[src/rtl/core/rlsd_pkg.sv]
// ----------------------------------------------------------------------------
// rlsd_pkg
// shared types, codes and defaults for the ring sample store and readout
// ----------------------------------------------------------------------------
`timescale 1ns / 1ps
`default_nettype none

package rlsd_pkg;

   // default sizes
   localparam int DEF_RING_DEPTH   = 64;
   localparam int DEF_SAMPLE_WIDTH = 16;

   // field widths
   localparam int VALUE_W   = 16;
   localparam int DEST_W    = 6;
   localparam int COUNT_W   = 7;
   localparam int CFG_LEN_W = 7;
   localparam int CFG_CH_W  = 5;
   localparam int CSR_IDX_W = 2;
   localparam int CSR_DAT_W = 7;

   // register reset values
   localparam logic [CFG_LEN_W-1:0] LEN_RESET = 7'd64;
   localparam logic [CFG_CH_W-1:0]  CH_RESET  = 5'd1;

   // register indexes
   localparam logic [CSR_IDX_W-1:0] CSR_BUFFER_LENGTH = 2'd0;
   localparam logic [CSR_IDX_W-1:0] CSR_CHANNEL_COUNT = 2'd1;

   // action codes
   localparam logic ACT_STORE = 1'b0;
   localparam logic ACT_READ  = 1'b1;

   typedef struct packed {
      logic               action;
      logic [VALUE_W-1:0] sample;
      logic [COUNT_W-1:0] count;
      logic               deinterleave;
   } req_word_type;

   typedef struct packed {
      logic [VALUE_W-1:0] value;
      logic [DEST_W-1:0]  dest_index;
      logic               last;
      logic               error;
   } rsp_word_type;

   typedef enum logic [2:0] {
      ST_IDLE,
      ST_DIVIDE,
      ST_FETCH,
      ST_STREAM,
      ST_ERROR
   } state_type;

endpackage

`default_nettype wire

[src/rtl/core/rlsd_ring.sv]
// ----------------------------------------------------------------------------
// rlsd_ring
// sample memory, one write and one registered read port, per-entry valid bits
// so that entries never written since reset read as zero
// ----------------------------------------------------------------------------
`timescale 1ns / 1ps
`default_nettype none

module rlsd_ring #(
   parameter int DEPTH  = 64,
   parameter int DATA_W = 16
) (
   input  wire logic                     clock,
   input  wire logic                     reset,
   input  wire logic                     wr_en,
   input  wire logic [$clog2(DEPTH)-1:0] wr_addr,
   input  wire logic [DATA_W-1:0]        wr_data,
   input  wire logic                     rd_en,
   input  wire logic [$clog2(DEPTH)-1:0] rd_addr,
   output      logic [DATA_W-1:0]        rd_data
);

   logic [DATA_W-1:0] mem_ff [DEPTH];
   logic [DEPTH-1:0]  vld_ff;
   logic [DATA_W-1:0] data_ff;
   logic              data_vld_ff;

   always_ff @(posedge clock) begin
      if (wr_en) begin
         mem_ff[wr_addr] <= wr_data;
      end
      if (rd_en) begin
         data_ff <= mem_ff[rd_addr];
      end
   end

   always_ff @(posedge clock) begin
      if (reset) begin
         vld_ff      <= '0;
         data_vld_ff <= 1'b0;
      end else begin
         if (wr_en) begin
            vld_ff[wr_addr] <= 1'b1;
         end
         if (rd_en) begin
            data_vld_ff <= vld_ff[rd_addr];
         end
      end
   end

   assign rd_data = data_vld_ff ? data_ff : '0;

endmodule

`default_nettype wire

[src/rtl/core/rlsd_div.sv]
// ----------------------------------------------------------------------------
// rlsd_div
// restoring divider, one quotient bit per cycle, for the deinterleave stride
// ----------------------------------------------------------------------------
`timescale 1ns / 1ps
`default_nettype none

module rlsd_div #(
   parameter int N_W = 7,
   parameter int D_W = 5
) (
   input  wire logic           clock,
   input  wire logic           reset,
   input  wire logic           start,
   input  wire logic [N_W-1:0] dividend,
   input  wire logic [D_W-1:0] divisor,
   output      logic           busy,
   output      logic [N_W-1:0] quotient
);

   localparam int CNT_W = $clog2(N_W + 1);

   logic [CNT_W-1:0] cnt_ff, cnt_in;
   logic [D_W-1:0]   rem_ff, rem_in;
   logic [N_W-1:0]   quo_ff, quo_in;
   logic [D_W-1:0]   dvs_ff, dvs_in;
   logic [D_W:0]     trial;
   logic             take;

   always_comb begin
      trial  = {rem_ff, quo_ff[N_W-1]};
      take   = trial >= {1'b0, dvs_ff};
      cnt_in = cnt_ff;
      rem_in = rem_ff;
      quo_in = quo_ff;
      dvs_in = dvs_ff;
      if (start) begin
         cnt_in = CNT_W'(N_W);
         rem_in = '0;
         quo_in = dividend;
         dvs_in = divisor;
      end else if (cnt_ff != '0) begin
         cnt_in = cnt_ff - 1'b1;
         rem_in = take ? D_W'(trial - {1'b0, dvs_ff}) : trial[D_W-1:0];
         quo_in = {quo_ff[N_W-2:0], take};
      end
   end

   always_ff @(posedge clock) begin
      if (reset) begin
         cnt_ff <= '0;
      end else begin
         cnt_ff <= cnt_in;
      end
   end

   always_ff @(posedge clock) begin
      rem_ff <= rem_in;
      quo_ff <= quo_in;
      dvs_ff <= dvs_in;
   end

   assign busy     = cnt_ff != '0;
   assign quotient = quo_ff;

endmodule

`default_nettype wire

[src/rtl/core/ring_last_samples_deinterleaver.sv]
// ----------------------------------------------------------------------------
// ring_last_samples_deinterleaver
// store word: taken while idle, one per cycle back to back, no result
// readout word: after accept the stride divider runs, then the fetch state reads
// memory and the first result follows, then one per cycle while rsp_ready is high
// error result in the cycle after accept; next request taken after the last result
// reset: sync, sets registers to defaults, clears position and memory valid bits (reads as zero)
// ----------------------------------------------------------------------------
`timescale 1ns / 1ps
`default_nettype none

module ring_last_samples_deinterleaver #(
   parameter int RING_DEPTH   = rlsd_pkg::DEF_RING_DEPTH,
   parameter int SAMPLE_WIDTH = rlsd_pkg::DEF_SAMPLE_WIDTH
) (
   input  wire logic                              clock,
   input  wire logic                              reset,
   input  wire logic                              req_valid,
   output      logic                              req_ready,
   input  wire rlsd_pkg::req_word_type            req_word,
   output      logic                              rsp_valid,
   input  wire logic                              rsp_ready,
   output      rlsd_pkg::rsp_word_type            rsp_word,
   input  wire logic                              csr_valid,
   output      logic                              csr_ready,
   input  wire logic [rlsd_pkg::CSR_IDX_W-1:0]    csr_index,
   input  wire logic [rlsd_pkg::CSR_DAT_W-1:0]    csr_data
);

   import rlsd_pkg::*;

   localparam int AW    = $clog2(RING_DEPTH);
   localparam int LEN_W = $clog2(RING_DEPTH + 1);

   state_type              state_ff, state_in;
   logic [CFG_LEN_W-1:0]   len_cfg_ff;
   logic [CFG_CH_W-1:0]    ch_cfg_ff;
   logic [AW-1:0]          pos_ff, pos_in;
   logic [COUNT_W-1:0]     count_ff, count_in;
   logic                   sort_ff, sort_in;
   logic [AW-1:0]          src_ff, src_in;
   logic [COUNT_W-1:0]     idx_ff, idx_in;
   logic [CFG_CH_W-1:0]    chan_ff, chan_in;
   logic [DEST_W-1:0]      frame_ff, frame_in;
   logic [DEST_W-1:0]      dest_ff, dest_in;

   logic [LEN_W-1:0]       len_eff;
   logic [CFG_CH_W-1:0]    chans;
   logic [AW-1:0]          pos_eff;
   logic [LEN_W-1:0]       pos_inc;
   logic [AW-1:0]          pos_wrap;
   logic                   count_bad;
   logic [LEN_W:0]         src_sum;
   logic [AW-1:0]          src_start;
   logic [LEN_W-1:0]       src_inc;
   logic [AW-1:0]          src_next;
   logic                   is_last;
   logic [DEST_W-1:0]      frame_inc;

   logic                   wr_en;
   logic                   rd_en;
   logic [SAMPLE_WIDTH-1:0] rd_data;
   logic                   div_start;
   logic                   div_busy;
   logic [COUNT_W-1:0]     stride;

   // configuration
   assign csr_ready = 1'b1;

   always_ff @(posedge clock) begin
      if (reset) begin
         len_cfg_ff <= LEN_RESET;
         ch_cfg_ff  <= CH_RESET;
      end else if (csr_valid) begin
         if (csr_index == CSR_BUFFER_LENGTH) begin
            len_cfg_ff <= csr_data[CFG_LEN_W-1:0];
         end else if (csr_index == CSR_CHANNEL_COUNT) begin
            ch_cfg_ff <= csr_data[CFG_CH_W-1:0];
         end
      end
   end

   // address arithmetic
   always_comb begin
      if (len_cfg_ff == '0) begin
         len_eff = LEN_W'(1);
      end else if (len_cfg_ff > CFG_LEN_W'(RING_DEPTH)) begin
         len_eff = LEN_W'(RING_DEPTH);
      end else begin
         len_eff = len_cfg_ff[LEN_W-1:0];
      end
      chans     = (ch_cfg_ff == '0) ? CFG_CH_W'(1) : ch_cfg_ff;
      pos_eff   = (LEN_W'(pos_ff) >= len_eff) ? '0 : pos_ff;
      pos_inc   = LEN_W'(pos_eff) + LEN_W'(1);
      pos_wrap  = (pos_inc >= len_eff) ? '0 : pos_inc[AW-1:0];
      count_bad = (req_word.count == '0) || (req_word.count > COUNT_W'(len_eff));
      src_sum   = (LEN_W+1)'(pos_eff) + (LEN_W+1)'(len_eff)
                  - (LEN_W+1)'(req_word.count);
      src_start = (src_sum >= (LEN_W+1)'(len_eff))
                  ? AW'(src_sum - (LEN_W+1)'(len_eff)) : src_sum[AW-1:0];
      src_inc   = LEN_W'(src_ff) + LEN_W'(1);
      src_next  = (src_inc == len_eff) ? '0 : src_inc[AW-1:0];
      is_last   = (idx_ff + COUNT_W'(1)) == count_ff;
      frame_inc = frame_ff + DEST_W'(1);
   end

   // sequencer
   always_comb begin
      state_in  = state_ff;
      pos_in    = pos_ff;
      count_in  = count_ff;
      sort_in   = sort_ff;
      src_in    = src_ff;
      idx_in    = idx_ff;
      chan_in   = chan_ff;
      frame_in  = frame_ff;
      dest_in   = dest_ff;
      req_ready = 1'b0;
      rsp_valid = 1'b0;
      wr_en     = 1'b0;
      rd_en     = 1'b0;
      div_start = 1'b0;
      unique case (state_ff)
         ST_IDLE: begin
            req_ready = 1'b1;
            if (req_valid) begin
               if (req_word.action == ACT_STORE) begin
                  wr_en  = 1'b1;
                  pos_in = pos_wrap;
               end else if (count_bad) begin
                  state_in = ST_ERROR;
               end else begin
                  div_start = 1'b1;
                  count_in  = req_word.count;
                  sort_in   = req_word.deinterleave;
                  src_in    = src_start;
                  idx_in    = '0;
                  chan_in   = '0;
                  frame_in  = '0;
                  dest_in   = '0;
                  state_in  = ST_DIVIDE;
               end
            end
         end
         ST_DIVIDE: begin
            if (!div_busy) begin
               state_in = ST_FETCH;
            end
         end
         ST_FETCH: begin
            rd_en    = 1'b1;
            src_in   = src_next;
            state_in = ST_STREAM;
         end
         ST_STREAM: begin
            rsp_valid = 1'b1;
            if (rsp_ready) begin
               if (is_last) begin
                  state_in = ST_IDLE;
               end else begin
                  rd_en  = 1'b1;
                  src_in = src_next;
                  idx_in = idx_ff + COUNT_W'(1);
                  if (chan_ff + CFG_CH_W'(1) == chans) begin
                     chan_in  = '0;
                     frame_in = frame_inc;
                     dest_in  = frame_inc;
                  end else begin
                     chan_in = chan_ff + CFG_CH_W'(1);
                     dest_in = dest_ff + stride[DEST_W-1:0];
                  end
               end
            end
         end
         ST_ERROR: begin
            rsp_valid = 1'b1;
            if (rsp_ready) begin
               state_in = ST_IDLE;
            end
         end
         default: begin
            state_in = ST_IDLE;
         end
      endcase
   end

   always_ff @(posedge clock) begin
      if (reset) begin
         state_ff <= ST_IDLE;
         pos_ff   <= '0;
      end else begin
         state_ff <= state_in;
         pos_ff   <= pos_in;
      end
   end

   always_ff @(posedge clock) begin
      count_ff <= count_in;
      sort_ff  <= sort_in;
      src_ff   <= src_in;
      idx_ff   <= idx_in;
      chan_ff  <= chan_in;
      frame_ff <= frame_in;
      dest_ff  <= dest_in;
   end

   // result word
   always_comb begin
      if (state_ff == ST_ERROR) begin
         rsp_word.value      = '0;
         rsp_word.dest_index = '0;
         rsp_word.last       = 1'b1;
         rsp_word.error      = 1'b1;
      end else begin
         rsp_word.value      = VALUE_W'(rd_data);
         rsp_word.dest_index = sort_ff ? dest_ff : idx_ff[DEST_W-1:0];
         rsp_word.last       = is_last;
         rsp_word.error      = 1'b0;
      end
   end

   rlsd_ring #(
      .DEPTH  (RING_DEPTH),
      .DATA_W (SAMPLE_WIDTH)
   ) u_ring (
      .clock   (clock),
      .reset   (reset),
      .wr_en   (wr_en),
      .wr_addr (pos_eff),
      .wr_data (req_word.sample[SAMPLE_WIDTH-1:0]),
      .rd_en   (rd_en),
      .rd_addr (src_ff),
      .rd_data (rd_data)
   );

   rlsd_div #(
      .N_W (COUNT_W),
      .D_W (CFG_CH_W)
   ) u_div (
      .clock    (clock),
      .reset    (reset),
      .start    (div_start),
      .dividend (req_word.count),
      .divisor  (chans),
      .busy     (div_busy),
      .quotient (stride)
   );

   // checks
   a_div_only_in_divide: assert property (@(posedge clock) disable iff (reset)
      div_busy |-> state_ff == ST_DIVIDE)
      else $error("divider busy outside divide phase");

   a_idx_in_range: assert property (@(posedge clock) disable iff (reset)
      state_ff == ST_STREAM |-> idx_ff < count_ff)
      else $error("readout index beyond count");

   a_src_in_range: assert property (@(posedge clock) disable iff (reset)
      state_ff == ST_STREAM |-> LEN_W'(src_ff) < len_eff)
      else $error("read address beyond ring length");

   a_last_frees: assert property (@(posedge clock) disable iff (reset)
      rsp_valid && rsp_ready && rsp_word.last |=> req_ready)
      else $error("request not taken after last result");

endmodule

`default_nettype wire
[config.mk]
export PLATFORM = sky130hd
export DESIGN_NAME = ring_last_samples_deinterleaver
export DESIGN_NICKNAME = d
export VERILOG_FILES = /design/src/rtl/core/rlsd_pkg.sv /design/src/rtl/core/rlsd_ring.sv /design/src/rtl/core/rlsd_div.sv /design/src/rtl/core/ring_last_samples_deinterleaver.sv
export SDC_FILE = /design/constraint.sdc
export NUM_CORES = 1
export LEC_CHECK = 0
export ABC_AREA = 0
export BUFFER_PORTS_ARGS = -buffer_cell sky130_fd_sc_hd__buf_2
export CORE_UTILIZATION = 57
export CTS_CLUSTER_SIZE = 30
export DETAILED_ROUTE_END_ITERATION = 10
export GPL_ROUTABILITY_DRIVEN = 0
export MAX_ROUTING_LAYER = met4
export PLACE_DENSITY_LB_ADDON = 0.25
export REMOVE_ABC_BUFFERS = 1
export SYNTH_ARGS = -nofsm -noshare
export SYNTH_HDL_FRONTEND = slang
export SYNTH_HIERARCHICAL = 1
export SYNTH_SLANG_ARGS = --single-unit
[constraint.sdc]
create_clock -name clock -period 5.8 [get_ports clock]
set_clock_uncertainty 0.15 [all_clocks]
set_input_delay 0.87 -clock clock [delete_from_list [all_inputs] [get_ports clock]]
set_output_delay 0.87 -clock clock [all_outputs]
set_load 0.05 [all_outputs]
-- Word level (Yosys, flattened, before mapping)
Memory sizes are Yosys's and may differ from the RTL's. A register that Yosys moved wholly into a read port is not among the register bits.
Cells that the tools add are included.
- add/sub/neg operators: 11
- order comparisons: 9
- equal/unequal tests: 17
- muxes and demuxes: 71
- bitwise operators: 4
- reductions and logical operators: 20
- operator list (operator ; count):
    $mux W6 ; 19
    $or A64 B64 Y64 ; 1
    $mux W7 ; 9
    $mux W5 ; 8
    $mux W3 ; 9
    $mux W24 ; 1
    $pmux W6 S2 ; 2
    $ne A2 B2 Y1 const B ; 9
    $pmux W6 S3 ; 1
    $reduce_and A6 Y1 ; 3
    $mux W16 ; 1
    $mux W1 ; 15
    $pmux W3 S5 ; 1
    $add A6 B1 Y7 const B ; 2
    $eq A7 B7 Y1 ; 2
    $logic_not A7 Y1 ; 2
    $lt A6 B7 Y1 const B ; 2
    $pmux W7 S2 ; 1
    $pmux W5 S2 ; 1
    $add A6 B7 Y8 ; 1
    $ge A8 B7 Y1 ; 1
    $sub A8 B7 Y8 ; 1
    $add A7 B1 Y7 const B ; 1
    $ge A6 B7 Y1 ; 1
    32 further kinds ; 38
- flip-flop bits (word level): 144
- bits in writable memories: 1024
- logic and storage cells: 150
- memories kept: 1
- memory list (name ; words ; width ; read ports ; clocked after Yosys merged registers in ; wr ports ; RTL line ; source):
    u_ring.mem_ff ; 64 ; 16 ; 1 ; 1 ; 1 ; rlsd_ring.sv:23 ; logic [DATA_W-1:0] mem_ff [DEPTH];

-- Depth between registers and ports, before layout
Gate-level depths: netlist (run 1).
- depth in word-level cells: 13
- depth in mapped cells: 25
- mapped depth without buffers: 23

-- Cells and area by module
The synthesis (run 1) kept the hierarchy.
- modules (own cells, without submodules) (module ; times used ; cells an instance ; area an instance (µm²) ; seq. area each (µm²)):
    rlsd_ring ; 1 ; 1855 ; 42140.4 ; 32531.2
    ring_last_samples_deinterleaver ; 1 ; 552 ; 4938.5 ; 1561.5
    rlsd_div ; 1 ; 98 ; 1069.8 ; 520.5

-- Worst setup path after synthesis (run 1)
No wires, ideal clock.
- path type: flip-flop to flip-flop
- from: reg len_cfg_ff[6]
- to: reg src_ff[5], data pin
- arrival: 5187 ps
- slack: 204 ps
- stages on the path, launching flop included: 25
- period minus slack after synthesis: 5596 ps
- cell sequence: dfxtp_1 buf_6 or3_4 o22ai_4 ha_1 nand2b_1 a21o_1 a21oi_1 o22a_2 clkbuf_1 nand2_1 fa_1 inv_1 fa_1 a21o_1 a21oi_1 o21bai_1 a21oi_1 xnor2_1 ha_1 o21ai_0 a21oi_1 nor4_4 nor3_1 o31a_1
- cells in the longest elaborated chain, start to end: 13
- elaborated cells on any way between the ends: 19
- those cells by class: add/sub: 3; order compare: 3; eq/ne: 1; mux: 11; reduce/logical: 1
- ends and longest elaborated chain (item ; RTL line ; source):
    start, declared ; ring_last_samples_deinterleaver.sv:36 ; logic [CFG_LEN_W-1:0] len_cfg_ff;
    start signal, assigned ; ring_last_samples_deinterleaver.sv:76 ; len_cfg_ff <= csr_data[CFG_LEN_W-1:0];
    $gt A7 B7 Y1 ; ring_last_samples_deinterleaver.sv:87 ; end else if (len_cfg_ff > CFG_LEN_W'(RING_DEPTH)) begin
    $mux W7 ; ring_last_samples_deinterleaver.sv:87 ;
    $mux W7 * ; ring_last_samples_deinterleaver.sv:85 ; if (len_cfg_ff == '0) begin
    $ge A6 B7 Y1 ; ring_last_samples_deinterleaver.sv:93 ; pos_eff = (LEN_W'(pos_ff) >= len_eff) ? '0 : pos_ff;
    $mux W6 ; ring_last_samples_deinterleaver.sv:93 ;
    $add A6 B7 Y8 ; ring_last_samples_deinterleaver.sv:97 ; src_sum = (LEN_W+1)'(pos_eff) + (LEN_W+1)'(len_eff)
    $sub A8 B7 Y8 ; ring_last_samples_deinterleaver.sv:98 ; - (LEN_W+1)'(req_word.count);
    $ge A8 B7 Y1 / $sub A6 B6 Y6 (equally long branches) ; ring_last_samples_deinterleaver.sv:99, ring_last_samples_deinterleaver.sv:100 ;
    $mux W6 ; ring_last_samples_deinterleaver.sv:100 ; ? AW'(src_sum - (LEN_W+1)'(len_eff)) : src_sum[AW-1:0];
    $mux W6 ; ring_last_samples_deinterleaver.sv:130 ; end else if (count_bad) begin
    $mux W6 ; ring_last_samples_deinterleaver.sv:127 ; if (req_word.action == ACT_STORE) begin
    $mux W6 ; ring_last_samples_deinterleaver.sv:126 ; if (req_valid) begin
    $pmux W6 S3 * ; ring_last_samples_deinterleaver.sv:123 ; unique case (state_ff)
    via src_in[5] ; ring_last_samples_deinterleaver.sv:41 ; logic [AW-1:0] src_ff, src_in;
    end signal, assigned ; ring_last_samples_deinterleaver.sv:200 ; src_ff <= src_in;
    end, declared ; ring_last_samples_deinterleaver.sv:41 ;
Mark *: on every way through the listed nets, which the timed path passes. The rest lies on a longest branch. The select of a mux whose other input is x is not followed.
A chain may end at the register's enable or synchronous reset.

-- Final worst setup path (run 1)
- from: reg len_cfg_ff[5]
- to: reg src_ff[4], data pin
Same word-level chain as after synthesis.

==> run summary, run 1 <==
status -> completed
Worst setup SP type -> flip-flop
Worst-Margin Slew -> 1274 ps
P per Cell Area -> 381.5 nW/µm²
routed vias -> 24830
Pint -> 15310 µW
Max Fclk -> 182.3 MHz
hold buffers post-CTS -> 0
total CTS buffers -> 115
Crit path largest cell delay -> 520 ps
worst-path cell chain -> or3_4, o22ai_4, ha_1, nand2b_1, a21o_1, a21oi_1, o22a_2, nand2_1, fa_1, inv_1, fa_1, a21o_1, a21oi_2, o21bai_1, a21oi_1, xnor2_1, ha_1, o21ai_0, a21oi_2, nor4_4, buf_4, mux2i_1, o22ai_1
Port-buffer cells -> 64
Worst EP arrival -> 5730 ps
critical path type -> flip-flop to flip-flop
Post-Route WL -> 111400 µm
YS warnings -> 6
Commonest cells post-synth -> edfxtp_1 (1090), mux4_2 (338), nor2_1 (250), dfxtp_1 (94), clkbuf_1 (69)
Slew Limit Fails -> 0
DR pass1 iterations -> 5
Die Width -> 292.6 µm
grt total ovfl -> 0
switching power -> 5301 µW
post-DR vias/cell -> 6.369
core outline area -> 83690 µm²
detailed-placement wirelength estimate -> 63250 µm
global-route wire length before repair -> 164000 µm
# H-tree levels -> 3
crit-path max FO -> 8
Final #Nets -> 2766
initial antenna violation count -> 6
Tcrit/Tclk final -> 94.56%
Cell Area, Synth -> 48150 µm²
antenna viol nets, final -> 0
Post-synth EDFFs -> 1090
Synth area leaders -> edfxtp_1 (68%), mux4_2 (16%), dfxtp_1 (3.9%)
Avg Inst Size Synth -> 19.22 µm²
library cells used by synthesis -> 74
num ports -> 66
Leak -> 0.01782 µW
Clock Power Share -> 35.1%
Slew HR -> 15.04%
Crit-path slowest cell -> fa_1
Pwr Total -> 20610 µW
die height -> 292.6 µm
largest net degree at the start of global routing -> 160
Synth async-reset ratio -> 0%
number of core rows -> 106
final setup vio count -> 0
initial core utilization -> 57.53%
clock tree root buffer cell -> clkbuf_16
Most used DFF post-synth -> edfxtp_1
CTS tree -> done
Total Routing Usage GR -> 27.32%
type of the worst min-delay path -> primary input to flip-flop
Synth-to-Final Area Change -> 12.21%
top-area cell type share of the netlist area -> 67.98%
vias in the first global route -> 25070
fin crit period -> 5484 ps
DR iter-0 viols -> 2583
Worst setup EP type -> flip-flop
required time worst endpoint -> 6040 ps
combinational fraction of design power -> 18.0%
Max Buffers Root-to-Sink -> 3
post-synthesis register bit count -> 1184
RSZ-0062 raised after global routing -> false
sequential share of power -> 46.8%
register area share after synthesis -> 71.89%
Clock Latency Late Sink -> 670 ps
clock sink count -> 1184
sw frac -> 25.72%
drc violations -> 0
dominant cell by count in the synthesized netlist -> edfxtp_1
Synth Instances -> 2505
Max-cap violations -> 0
VDD IR max -> 0.4367 mV
CTS clk-pin slew, worst paths -> 70 ps
share of layout cells above drive strength 1 -> 27.00%
drt wl/cell -> 28.57 µm
Die ar. -> 85640 µm²
Final Hold Fails -> 0
cell accounting for the most synthesized area -> edfxtp_1
Hold Slack -> 218.8 ps
-- sequential cells by signal, indices dropped and copies added (netlist names), 7 cells and up --
name            count
u_ring/mem_ff    1024
count_ff            7
u_ring/vld_ff      64
u_ring/data_ff     16
idx_ff              7
len_cfg_ff          7
u_div/quotient      7
-- power by group through the flow --
| stage | Clock, µW | Sequential, µW | Combinational [µW] |
|---|---|---|---|
| floorplan | 0 | 10200 | 2760 |
| global placement | 0 | 9820 | 3610 |
| detailed placement | 0 | 9830 | 3700 |
| CTS | 7360 | 9650 | 3720 |
| global route | 7680 | 9660 | 3940 |
| finish | 7240 | 9650 | 3720 |
-- cell families after synthesis --
group                    count (synthesis)  share of synthesized area [%]
adder cells (fa/ha/maj)                 66                          1.855
buffers and inverters                  194                          1.671
other                                    1                       0.007788
AO/OA/AOI/OAI                          155                          2.235
multiplexers                           396                          17.08
AND/OR/NAND/NOR                        464                          4.444
flip-flops                            1184                          71.89
XOR/XNOR                                45                         0.8186
-- final cells by class --
cell class	count	area, µm²
antenna	2	5.005
clock buffer	149	3057
clock inverter	70	623.1
fill	5463	29660
inverter	71	266.5
multi-input combinational	1127	12860
sequential	1184	34610
tap	1134	1419
timing repair buffer	162	1184
-- stage by stage --
| stage | TNS (ps) | setup slack (ps) | util (%) | instances | area, µm² |
|---|---|---|---|---|---|
| 5_1_grt | 0 | 22.75 | 64.55 | 3897 | 54020 |
| 3_3_place_gp | 0 | 197.3 | 60.13 | 3677 | 50320 |
| 2_1_floorplan | -156950 | -7776 | - | 2382 | 47610 |
| 4_1_cts | 0 | 11.70 | 64.52 | 3896 | 54000 |
| 6_report | 0 | 315.6 | 64.56 | 3899 | 54030 |
| 3_5_place_dp | 0 | 27.92 | 60.13 | 3677 | 50320 |
-- worst max-delay path: cells and delay by family, from the launching register on --
kind / cells / cell delay, ps
multiplexers: 1 / 220
AND/OR/NAND/NOR: 4 / 950
flip-flops: 1 / 340
XOR/XNOR: 1 / 140
buffers and inverters: 2 / 280
AO/OA/AOI/OAI: 11 / 1650
adder cells (fa/ha/maj): 4 / 1490
-- cell usage in the layout (no fill, tap or decap), types with 28 or more instances in the layout --
cell type,synthesis,layout
edfxtp_1,1090,1090
mux4_2,338,338
nor2_1,250,216
clkbuf_16,0,116
dfxtp_1,94,94
buf_4,7,89
inv_1,68,68
buf_2,34,63
ha_1,57,57
nand2_1,57,56
and2_1,41,41
clkinv_1,3,35
nor2_2,0,34
mux2i_1,33,33
clkbuf_1,69,30
o21ai_0,29,29
a21oi_1,30,28
-- what timing repair did --
action                                  in CTS  in global routing
endpoints found under the setup margin       0                  6
setup buffers                                0                  1
endpoints found under the hold margin        0                  0
resized for setup                            0                  4
-- path summary, 6_finish.rpt --
path	startpoint	to	slack, ps	cells past startpoint
max	len_cfg_ff[5]$_SDFFE_PP0P_	src_ff[4]$_DFFE_PP_	320	23
min	req_word[0]	sort_ff$_DFFE_PP_	220	1
max reg2reg	len_cfg_ff[5]$_SDFFE_PP0P_	src_ff[4]$_DFFE_PP_	320	23
min reg2reg	u_ring/vld_ff[40]$_SDFFE_PP0P_	u_ring/vld_ff[40]$_SDFFE_PP0P_	320	2
-- routing by layer --
metal  vias up  global-route usage [%]  share of wire (%)
li1      10370                       -                  -
met1     13060                   36.96                 40
met2      1214                   43.20                 49
met3       189                   4.993                8.6
met4         0                   7.585                2.6
met5         -                       -                  0
Note: power is estimated with default switching activity, not from simulation.
==> run 2: changes to the inputs <==
--- a/config.mk
+++ b/config.mk
@@ -7,6 +7,7 @@
 export LEC_CHECK = 0
 export ABC_AREA = 0
 export BUFFER_PORTS_ARGS = -buffer_cell sky130_fd_sc_hd__buf_2
+export CORE_MARGIN = 5
 export CORE_UTILIZATION = 57
 export CTS_CLUSTER_SIZE = 30
 export DETAILED_ROUTE_END_ITERATION = 10
==> run summary, run 2 (synthesized netlist as in run 1, its figures left out) <==
status -> completed
global-route wire length before repair -> 164700 µm
final setup vio count -> 0
Final Hold Fails -> 0
Max Buffers Root-to-Sink -> 3
Max Fclk -> 180.9 MHz
R2R Path Start -> len_cfg_ff[5]$_SDFFE_PP0P_
Port-buffer cells -> 64
number of core rows -> 106
drc violations -> 0
largest net degree at the start of global routing -> 142
Clock Latency Late Sink -> 670 ps
P per Cell Area -> 379.0 nW/µm²
Worst EP arrival -> 5800 ps
detailed-placement wirelength estimate -> 63770 µm
reg-to-reg endpoint -> src_ff[0]$_DFFE_PP_
drt wl/cell -> 28.59 µm
hold path start -> req_word[0]
area occupied by multi-input gates -> 12790 µm²
most frequent cells in the layout -> edfxtp_1 (1090), mux4_2 (338), nor2_1 (237)
post-DR vias/cell -> 6.340
Fillers -> 5525
num ports -> 66
final cell count without fillers -> 3895
type of the worst min-delay path -> primary input to flip-flop
CTS tree -> done
Inst Count DP -> 3679
Die ar. -> 90380 µm²
max reg flops -> 1024
DR pass1 iterations -> 6
VDD IR max -> 0.2944 mV
Tcrit/Tclk final -> 95.29%
critical path type -> flip-flop to flip-flop
total CTS buffers -> 114
reg2reg setup slack -> 270 ps
Total Routing Usage GR -> 25.58%
fin crit period -> 5527 ps
Post-Route WL -> 111400 µm
Slew Limit Fails -> 0
share of layout cells above drive strength 1 -> 26.08%
biggest regs -> u_ring/mem_ff (1024), u_ring/vld_ff (64), u_ring/data_ff (16)
Worst setup EP type -> flip-flop
die height -> 300.6 µm
ant diodes -> 0
antenna viol nets, final -> 0
Hold Slack -> 234.2 ps
routed vias -> 24700
Die Width -> 300.6 µm
register area -> 34610 µm²
grt total ovfl -> 0
largest register by flop count -> u_ring/mem_ff
clock tree root buffer cell -> clkbuf_16
Worst-Margin Slew -> 1275 ps
DR iter-0 viols -> 2843
initial antenna violation count -> 0
crit-path max FO -> 7
Worst Hold Path EP -> sort_ff$_DFFE_PP_
vias in the first global route -> 24800
Max-cap violations -> 0
commonest non-fill, non-tap cell in the layout -> edfxtp_1
Worst setup SP type -> flip-flop
Synth-to-Final Area Change -> 11.75%
initial core utilization -> 57.53%
worst r2r path cells -> 23
core outline area -> 83690 µm²
cell count of the worst hold path -> 1
hold buffers post-CTS -> 0
required time worst endpoint -> 6070 ps
CTS clk-pin slew, worst paths -> 60 ps
Slew HR -> 15.03%
# H-tree levels -> 3
Final #Nets -> 2768
Leak -> 0.01775 µW
clock sink count -> 1184
-- run 2: routing by layer --
layer	vias to the layer above	wire (µm)	GRT usage [%]
li1	10370	-	-
met1	12970	44190	36.19
met2	1178	54570	40.15
met3	180	9941	3.893
met4	0	2666	6.694
met5	-	0	-
-- run 2: final cells by class --
cell class / count / share of cell area (%)
clock buffers: 149 / 5.564
multi-input cells: 1127 / 23.77
inverters: 71 / 0.4953
repair buffers: 165 / 2.179
clock inverters: 65 / 1.023
flip-flops and latches: 1184 / 64.33
well taps: 1134 / 2.637
-- run 2: metrics by stage --
step | TNS (ps) | utilization (%) | setup WS (ps) | area, µm² | power, µW
2_1_floorplan | -156950 | - | -7776 | 47610 | 12950
3_3_place_gp | 0 | 60.03 | 251.7 | 50240 | 13440
4_1_cts | 0 | 64.27 | 160.6 | 53790 | 20520
5_1_grt | -41.63 | 64.30 | -26.36 | 53810 | 21150
6_report | 0 | 64.30 | 273.3 | 53810 | 20390
3_5_place_dp | 0 | 60.03 | 187.2 | 50240 | 13520
-- run 2: worst max-delay path by stage --
stage	start	end	slack (ps)
2_1_floorplan	src_ff[0]$_DFFE_PP_	src_ff[0]$_DFFE_PP_	-7780
3_3_place_gp	len_cfg_ff[5]$_SDFFE_PP0P_	src_ff[5]$_DFFE_PP_	250
3_5_place_dp	len_cfg_ff[5]$_SDFFE_PP0P_	src_ff[5]$_DFFE_PP_	190
4_1_cts	len_cfg_ff[5]$_SDFFE_PP0P_	src_ff[5]$_DFFE_PP_	160
5_1_grt	len_cfg_ff[5]$_SDFFE_PP0P_	src_ff[4]$_DFFE_PP_	-30
6_report	len_cfg_ff[5]$_SDFFE_PP0P_	src_ff[0]$_DFFE_PP_	270
-- run 2: what timing repair did --
action,CTS,global route
resized for setup,0,2
buffers inserted,0,2
endpoints found under the setup margin,0,6
hold endpoints to repair,0,0
-- run 2: power by group --
group	internal, µW	total, µW	leakage, µW	switching, µW
Sequential	9520	9660	0.0106	142
Combinational	1660	3690	0.00544	2030
Clock	3990	7040	0.00173	3050
Total	15200	20400	0.0178	5220
-- run 2: worst max-delay path, stage by stage, from the launching register on --
cell and delay, ps:
dfxtp_1 350, or3_4 430, o22ai_4 150, ha_1 250, nand2b_1 140, a21o_1 180
a21oi_1 150, o22a_2 220, nand2_1 120, fa_1 510, inv_1 70, fa_1 460
a21o_1 200, a21oi_2 180, o21bai_1 100, a21oi_1 190, xnor2_1 90, ha_1 300
nand2_1 60, nor3_1 340, nor4_4 70, buf_6 150, o21a_1 170, o31a_1 270
